`config.mk`:
```
export PLATFORM = sky130hd
export DESIGN_NAME = tile_texel_address_generator
export DESIGN_NICKNAME = d
export VERILOG_FILES = /design/src/rtl/core/ttag_pkg.sv /design/src/rtl/core/ttag_stage.sv /design/src/rtl/core/tile_texel_address_generator.sv
export VERILOG_INCLUDE_DIRS = /design/src /design/src/rtl/core
export SDC_FILE = /design/constraint.sdc
export NUM_CORES = 2
export LEC_CHECK = 0
export BUFFER_PORTS_ARGS = -buffer_cell sky130_fd_sc_hd__buf_4
export CELL_PAD_IN_SITES_DETAIL_PLACEMENT = 0
export CELL_PAD_IN_SITES_GLOBAL_PLACEMENT = 2
export CORE_ASPECT_RATIO = 0.8
export CORE_MARGIN = 8
export CORE_UTILIZATION = 32
export CTS_BUF_LIST = sky130_fd_sc_hd__clkbuf_16
export DETAILED_ROUTE_END_ITERATION = 16
export HOLD_SLACK_MARGIN = 0.08
export PLACE_DENSITY_LB_ADDON = 0.15
export REMOVE_ABC_BUFFERS = 1
export SLEW_MARGIN = 20
export SYNTH_ARGS = -nofsm -noshare
export SYNTH_HDL_FRONTEND = slang
export SYNTH_SLANG_ARGS = --single-unit
```
`constraint.sdc`:
```
create_clock -name clk -period 11.25 [get_ports clk]
set_input_delay 0 -clock clk [delete_from_list [all_inputs] [get_ports clk]]
set_output_delay 0 -clock clk [all_outputs]
set_load 0.01 [all_outputs]
```
`src/rtl/core/tile_texel_address_generator_assert.svh`:
```
// Assertion macros for the tile texel address generator.
// Used by the top level; expects clk and rst_n in scope.
`ifndef TILE_TEXEL_ADDRESS_GENERATOR_ASSERT_SVH
`define TILE_TEXEL_ADDRESS_GENERATOR_ASSERT_SVH

// Same-cycle implication, checked outside reset.
`define TTAG_ASSERT_IMP(lbl, ante, cons) \
  lbl: assert property (@(posedge clk) disable iff (!rst_n) (ante) |-> (cons)) \
    else $error("ttag assertion failed");

// Implication after a fixed number of cycles.
`define TTAG_ASSERT_DLY(lbl, ante, dly, cons) \
  lbl: assert property (@(posedge clk) disable iff (!rst_n) (ante) |-> ##dly (cons)) \
    else $error("ttag delayed assertion failed");

`endif

```
`src/rtl/core/ttag_pkg.sv`:
```
// Shared types and constants for the tile texel address generator.
// No dependencies.
package ttag_pkg;

  localparam int ID_W        = 29;
  localparam int COLS_W      = 9;
  localparam int SPAN_W      = 13;
  localparam int OFF_W       = 12;
  localparam int TEX_W       = 5;   // log2 of tile size 32
  localparam int ROW_W       = 8;   // log2 of 256 tileset rows
  localparam int COORD_W     = 13;
  localparam int DIV_STEPS   = ID_W;
  localparam int STEPS_PER_STAGE = 4;
  localparam int NUM_STAGES  = (DIV_STEPS + STEPS_PER_STAGE - 1) / STEPS_PER_STAGE;
  localparam int STEP_W      = 6;
  localparam int LATENCY     = NUM_STAGES + 2;
  localparam logic [COLS_W-1:0] COLS_RESET = 9'd16;

  localparam int FLIP_H_BIT = 31;
  localparam int FLIP_V_BIT = 30;
  localparam int FLIP_D_BIT = 29;

  typedef struct packed {
    logic [31:0]        tile_word;
    logic [OFF_W-1:0]   col_offset;
    logic [OFF_W-1:0]   row_offset;
    logic [SPAN_W-1:0]  span_width;
    logic [SPAN_W-1:0]  span_height;
  } in_t;

  typedef struct packed {
    logic               drawn;
    logic               out_of_set;
    logic [COORD_W-1:0] source_x;
    logic [COORD_W-1:0] source_y;
  } out_t;

  // one texel axis: restoring divide of (32*num)/den, saturating
  typedef struct packed {
    logic [SPAN_W-1:0] den;
    logic [SPAN_W-1:0] rem;
    logic [TEX_W-1:0]  quo;
    logic              sat;
  } axis_t;

  typedef struct packed {
    logic              drawn;
    logic [ID_W-1:0]   dvd;   // id-1, consumed MSB first
    logic [COLS_W-1:0] cols;
    logic [COLS_W-1:0] rem;   // ends as tile column
    logic [ROW_W-1:0]  quo;   // low quotient bits: tile row
    logic              hi;    // any quotient bit above the row field
    axis_t             u;
    axis_t             v;
  } stage_t;

endpackage

```
`src/rtl/core/ttag_stage.sv`:
```
// One pipeline stage: a few steps of the tile id divide and texel divides.
// Depends on ttag_pkg.
module ttag_stage (
  input  logic                      clk,
  input  logic                      rst_n,
  input  logic [ttag_pkg::STEP_W-1:0] step_base,
  input  logic                      in_valid,
  input  ttag_pkg::stage_t          in_stage,
  output logic                      out_valid,
  output ttag_pkg::stage_t          out_stage
);
  import ttag_pkg::*;

  stage_t stage_nxt;
  stage_t stage_r;
  logic   valid_r;

  always_comb begin
    stage_t                s;
    logic [COLS_W:0]       r2;
    logic [SPAN_W:0]       t2;
    logic                  ge;
    logic [STEP_W-1:0]     k;
    s = in_stage;
    for (int j = 0; j < STEPS_PER_STAGE; j++) begin
      k = step_base + STEP_W'(j);
      if (k < STEP_W'(DIV_STEPS)) begin
        r2 = {s.rem, s.dvd[ID_W-1]};
        ge = r2 >= {1'b0, s.cols};
        s.rem = ge ? COLS_W'(r2 - {1'b0, s.cols}) : r2[COLS_W-1:0];
        s.hi  = s.hi | s.quo[ROW_W-1];
        s.quo = {s.quo[ROW_W-2:0], ge};
        s.dvd = {s.dvd[ID_W-2:0], 1'b0};
      end
      if (k < STEP_W'(TEX_W)) begin
        t2 = {s.u.rem, 1'b0};
        ge = t2 >= {1'b0, s.u.den};
        s.u.rem = ge ? SPAN_W'(t2 - {1'b0, s.u.den}) : t2[SPAN_W-1:0];
        s.u.quo = {s.u.quo[TEX_W-2:0], ge};
        t2 = {s.v.rem, 1'b0};
        ge = t2 >= {1'b0, s.v.den};
        s.v.rem = ge ? SPAN_W'(t2 - {1'b0, s.v.den}) : t2[SPAN_W-1:0];
        s.v.quo = {s.v.quo[TEX_W-2:0], ge};
      end
    end
    stage_nxt = s;
  end

  always_ff @(posedge clk) begin
    if (!rst_n) begin
      valid_r <= 1'b0;
    end else begin
      valid_r <= in_valid;
    end
  end

  always_ff @(posedge clk) begin
    stage_r <= stage_nxt;
  end

  assign out_valid = valid_r;
  assign out_stage = stage_r;

endmodule

```
`src/rtl/core/tile_texel_address_generator.sv`:
```
// Top level of the tile texel address generator.
// Depends on ttag_pkg, ttag_stage and tile_texel_address_generator_assert.svh.
//
// Takes one pixel beat per clock (busy never rises) and delivers its result
// as a one-cycle out_valid strobe after passing through one input register,
// eight divide stages of four restoring steps each (the 29-bit tile id divided
// by the column count sets the depth), and one output register.
// The receiver cannot stall. Write tileset_columns only while no beat is in
// flight; cfg_ready is always high.
module tile_texel_address_generator (
  input  logic                        clk,
  input  logic                        rst_n,
  input  logic                        start,
  output logic                        busy,
  input  ttag_pkg::in_t               in_item,
  output logic                        out_valid,
  output ttag_pkg::out_t              out_item,
  input  logic                        cfg_valid,
  output logic                        cfg_ready,
  input  logic [ttag_pkg::COLS_W-1:0] cfg_data
);
  import ttag_pkg::*;

  logic [COLS_W-1:0] cols_r;
  logic              in_valid_r;
  stage_t            in_stage_r;
  stage_t            in_stage_nxt;
  logic              pipe_valid [NUM_STAGES+1];
  stage_t            pipe_stage [NUM_STAGES+1];
  logic              out_valid_r;
  out_t              out_item_r;
  out_t              out_item_nxt;

  assign busy      = 1'b0;
  assign cfg_ready = 1'b1;

  always_ff @(posedge clk) begin
    if (!rst_n) begin
      cols_r <= COLS_RESET;
    end else if (cfg_valid && cfg_ready) begin
      cols_r <= cfg_data;
    end
  end

  function automatic axis_t axis_init(logic [OFF_W-1:0] off, logic [SPAN_W-1:0] den,
                                      logic flip);
    axis_t            a;
    logic [SPAN_W-1:0] num;
    if (flip) begin
      num = ({1'b0, off} > den) ? '0 : SPAN_W'(den - {1'b0, off});
    end else begin
      num = {1'b0, off};
    end
    a.den = den;
    a.sat = num >= den;   // quotient would reach the tile size
    a.rem = num;
    a.quo = '0;
    return a;
  endfunction

  always_comb begin
    logic [ID_W-1:0]   id;
    logic              dflip;
    logic [OFF_W-1:0]  uo, vo;
    logic [SPAN_W-1:0] ud, vd;
    id    = in_item.tile_word[ID_W-1:0];
    dflip = in_item.tile_word[FLIP_D_BIT];
    uo = dflip ? in_item.row_offset  : in_item.col_offset;
    vo = dflip ? in_item.col_offset  : in_item.row_offset;
    ud = dflip ? in_item.span_height : in_item.span_width;
    vd = dflip ? in_item.span_width  : in_item.span_height;
    in_stage_nxt.drawn = (id != '0) && (in_item.span_width != '0)
                         && (in_item.span_height != '0);
    in_stage_nxt.dvd  = id - ID_W'(1);
    in_stage_nxt.cols = (cols_r == '0) ? COLS_W'(1) : cols_r;
    in_stage_nxt.rem  = '0;
    in_stage_nxt.quo  = '0;
    in_stage_nxt.hi   = 1'b0;
    in_stage_nxt.u = axis_init(uo, ud, in_item.tile_word[FLIP_H_BIT]);
    in_stage_nxt.v = axis_init(vo, vd, in_item.tile_word[FLIP_V_BIT]);
  end

  always_ff @(posedge clk) begin
    if (!rst_n) begin
      in_valid_r <= 1'b0;
    end else begin
      in_valid_r <= start && !busy;
    end
  end

  always_ff @(posedge clk) begin
    in_stage_r <= in_stage_nxt;
  end

  assign pipe_valid[0] = in_valid_r;
  assign pipe_stage[0] = in_stage_r;

  for (genvar g = 0; g < NUM_STAGES; g++) begin : g_stage
    ttag_stage u_stage (
      .clk       (clk),
      .rst_n     (rst_n),
      .step_base (STEP_W'(g * STEPS_PER_STAGE)),
      .in_valid  (pipe_valid[g]),
      .in_stage  (pipe_stage[g]),
      .out_valid (pipe_valid[g+1]),
      .out_stage (pipe_stage[g+1])
    );
  end

  always_comb begin
    stage_t           s;
    logic [TEX_W-1:0] tx, ty;
    logic [COORD_W:0] sx;
    s  = pipe_stage[NUM_STAGES];
    tx = s.u.sat ? '1 : s.u.quo;
    ty = s.v.sat ? '1 : s.v.quo;
    sx = {s.rem, tx} ;
    out_item_nxt = '0;
    if (s.drawn) begin
      out_item_nxt.drawn      = 1'b1;
      out_item_nxt.out_of_set = s.hi;
      out_item_nxt.source_x   = sx[COORD_W-1:0];
      out_item_nxt.source_y   = s.hi ? '0 : {s.quo, ty};
    end
  end

  always_ff @(posedge clk) begin
    if (!rst_n) begin
      out_valid_r <= 1'b0;
    end else begin
      out_valid_r <= pipe_valid[NUM_STAGES];
    end
  end

  always_ff @(posedge clk) begin
    out_item_r <= out_item_nxt;
  end

  assign out_valid = out_valid_r;
  assign out_item  = out_item_r;

`include "tile_texel_address_generator_assert.svh"

  `TTAG_ASSERT_IMP(a_undrawn_zero, out_valid && !out_item.drawn, (out_item.out_of_set == 1'b0) && (out_item.source_x == '0) && (out_item.source_y == '0))
  `TTAG_ASSERT_IMP(a_oos_row_zero, out_valid && out_item.out_of_set, out_item.drawn && (out_item.source_y == '0))
  `TTAG_ASSERT_DLY(a_latency, start && !busy, LATENCY, out_valid)
  `TTAG_ASSERT_IMP(a_never_busy, 1'b1, !busy)

endmodule
```
==> Flow_metrics.wiki <==
{| class="wikitable"
! Metric !! Value
|-
| Outcome || finished, final reports clean
|-
| CTS sink count || slightly below 600
|-
| Highest-count cells in the layout ignoring fill and taps || dfxtp_1, ha_1, inv_1
|-
| Count of cell types in the netlist || 93
|-
| Fraction of layout cells with a size suffix above 1 || 0.1220
|-
| Hpwl dp || between 70,000 and 80,000 um
|-
| Longest Clk Path Bufs || 3
|-
| GRT Total Usage || 0.1543
|-
| Final standard cell utilization of the core || 0.3844
|-
| Layout Area Growth over Synthesis || 19.83%
|-
| Vertical die dimension || 307.4 um
|-
| Kind of launch point of the worst setup path || flop
|-
| Worst endpoint required time || ~12,000 ps
|-
| Sum of overflow across all layers after global routing || 0
|-
| CTS Root Buffer Type || clkbuf_16
|-
| Number of failing hold endpoints at the final stage || 0
|-
| Yosys synthesis warning count || 0
|-
| Number of enable flip-flop cells after synthesis || 0
|-
| Number of core rows || 107
|-
| Post-layout minimum cycle time || 10,230 ps
|-
| Htree depth || 3
|-
| Initial antenna violation count || 3
|-
| CTS tree || yes
|-
| Met1 layer usage reported by global route || 0.2369
|-
| Min-Delay Path Depth || 3
|-
| Worst Skew || 29.70 ps
|-
| Num ports || 126
|-
| Number of buffers added by the clock tree synthesis step || 69
|-
| Final number of max-transition violations || 0
|-
| Number of fill cells in the layout || about 11k
|-
| Synth area leaders || dfxtp_1, ha_1, mux2_2
|-
| Net count reported at finish || 4,448
|-
| Async set or reset register ratio after synthesis || 0
|-
| CP Data Arrival Time || approximately 11,000 ps
|-
| Sequential element share of the synthesized area || 0.3447
|-
| DRT antenna net count || 0
|-
| Met3 GRT Util || 0.02565
|-
| Number of DRC violations after detailed routing || 0
|-
| Start-to-end type of the worst setup path || reg2reg
|-
| Logic depth of the worst path, buffers included || 37
|-
| Clock slew at the register clock pins of the worst setup and hold paths || 60 ps
|-
| Total detailed-routing wirelength || ~92,000 um
|-
| Global-route wire length before repair || roughly 150,000 um
|-
| Number of DRC markers in iteration 0 || 1,066
|-
| Port buffer count || 123
|-
| Floorplan Core Area || 105,900 um^2
|-
| Routed via count divided by cell count || 4.740
|-
| Post-synthesis instance area || 33,970 um^2
|-
| Max-Cap Viols || 0
|-
| WL per Instance || between 15 and 20 um
|-
| FF+latch count, synth || between 500 and 600
|-
| Count of endpoints failing setup in the final report || 0
|-
| Dominant cell type by area after synthesis || dfxtp_1
|-
| Largest stage delay, worst path || 610 ps
|-
| Worst slew slack as a fraction of its limit || 0.3219
|-
| Proportion of netlist area held by the largest area contributor || 0.3447
|-
| Final non-filler cell total || roughly 5.4k
|-
| Worst reg-to-reg path cell count || 37
|-
| Final setup TNS || 0 ps
|-
| Hold Path Class || in2reg
|-
| Drt first pass iters || 5
|-
| Category of the worst setup path capture point || flop
|-
| Die area || 116,900 um^2
|-
| Insertion delay to the later sink of the worst-skew pair || 640 ps
|-
| Most common cell after layout, fill and taps aside || dfxtp_1
|-
| Via Count || 25.45k
|-
| Worst-path maximum fanout || 16
|-
| Final Wtd Congestion || 0.7899
|-
| Unrepaired setup endpoints after global routing || no
|-
| Pin count of the biggest net entering global routing || between 50 and 60
|-
| Initial core utilization || 0.3208
|-
| Synth Area per Inst || 9.538 um^2
|-
| Most used flip-flop cell after synthesis || dfxtp_1
|-
| Share of the clock period used by the worst path after layout || 0.9091
|-
| Transition time at the pin with the least slew margin || 1017 ps
|-
| Peak clock frequency supported by timing || 97.77 MHz
|-
| Global-route met2 utilization || 0.2236
|-
| Cell Count Post-Placement || 5,069
|-
| Slowest stage cell, crit path || nor3b_4
|-
| Vias in the first global route || 25.44k
|-
| Crit path buffers/inverters || 5
|-
| Most used routing layer in global routing || met1
|-
| Floorplan die width || 380.3 um
|-
| Top cell family by delay on the critical path || compound AO/OA/AOI/OAI gates
|-
| Synthesized netlist cell count || 3,562
|}
==> area by class of cell <==
class	count	area (um^2)	area share
Antenna cell	2	5.005	0.0001229
Clock buffer	71	1777	0.04365
Clock inverter	56	556.8	0.01368
Inverter	297	1117	0.02745
Multi-Input combinational cell	2622	20940	0.5144
Sequential cell	585	11710	0.2877
Tap cell	1417	1773	0.04355
Timing Repair Buffer	319	2828	0.06946
==> final timing paths <==
path	from	to	slack [ps]
hold / removal	in_item[72]	in_stage_r[113]$_DFF_P_	150
setup reg to reg	in_stage_r[53]$_DFF_P_	g_stage[0].u_stage.out_stage[45]$_DFF_P_	1020
setup / recovery	in_stage_r[53]$_DFF_P_	g_stage[0].u_stage.out_stage[45]$_DFF_P_	1020
hold reg to reg	g_stage[0].u_stage.out_stage[114]$_DFF_P_	g_stage[1].u_stage.out_stage[118]$_DFF_P_	300
==> cells in the mapped netlist, types with 26 or more instances <==
cell type	count
a21o_1	135
a21oi_1	259
and2_1	44
clkbuf_1	37
dfxtp_1	585
fa_1	32
ha_1	427
inv_1	291
mux2_2	177
mux2i_1	100
nand2_1	140
nand2b_1	57
nand3_1	30
nand4_1	49
nor2_1	200
nor2b_1	84
nor3_1	64
o21a_1	56
o21ai_0	141
o21bai_1	40
o22ai_1	26
xnor2_1	173
xor2_1	128
==> cell families (layout without fill, tap and decap cells) <==
family / after synthesis / after routing / share of synthesized area
other: 2 / 4 / 0.0002211
buffers and inverters: 355 / 743 / 0.04022
adder cells (fa/ha/maj): 459 / 459 / 0.1761
flip-flops: 585 / 585 / 0.3447
AO/OA/AOI/OAI: 823 / 823 / 0.1574
multiplexers: 279 / 279 / 0.08924
AND/OR/NAND/NOR: 758 / 758 / 0.1145
XOR/XNOR: 301 / 301 / 0.07760
==> what timing repair did <==
action                                 CTS  global route
endpoints found under the hold margin  103             0
setup endpoints to repair                0            14
hold buffers                           168             0
gates resized for setup                  0             1
setup buffers                            0             3
==> sequential cells by signal, summed over array words and instances, names as in the netlist <==
register / count
cols_r: 9
g_stage.u_stage.out_stage: 445
g_stage.u_stage.out_valid: 8
in_stage_r: 93
in_valid_r: 1
out_item: 28
out_valid: 1
==> metal layers <==
layer  vias to the layer above  share of wire
met5                         -              0
met4                         0          0.017
met3                        93          0.032
met2                       321           0.40
met1                     11704           0.56
li1                      13332              -
==> worst reg2reg max path: cells and delay by family, from the launching register on <==
| kind | cells | cell delay, ps |
|---|---|---|
| buffers and inverters | 5 | 1000 |
| adders and majority gates | 4 | 1390 |
| and+or+nand+nor | 6 | 1900 |
| AOI/OAI and AO/OA | 18 | 3980 |
| DFF | 1 | 310 |
| muxes | 4 | 1500 |
==> through the flow <==
stage / hold WS (ps) / instance area (um^2) / worst slack [ps]
final: 146.5 / 40710 / 1022
after detailed placement: 198.4 / 36640 / 484.0
after global routing: 119.0 / 40700 / 177.1
after CTS: 92.04 / 40650 / 435.8
after floorplan: 61.94 / 33720 / 2315
after global placement: 196.4 / 36640 / 777.9
Power is left out: the tool's default activity adds up to more than one toggle a clock period on the data nets, which glitch-free logic cannot reach.
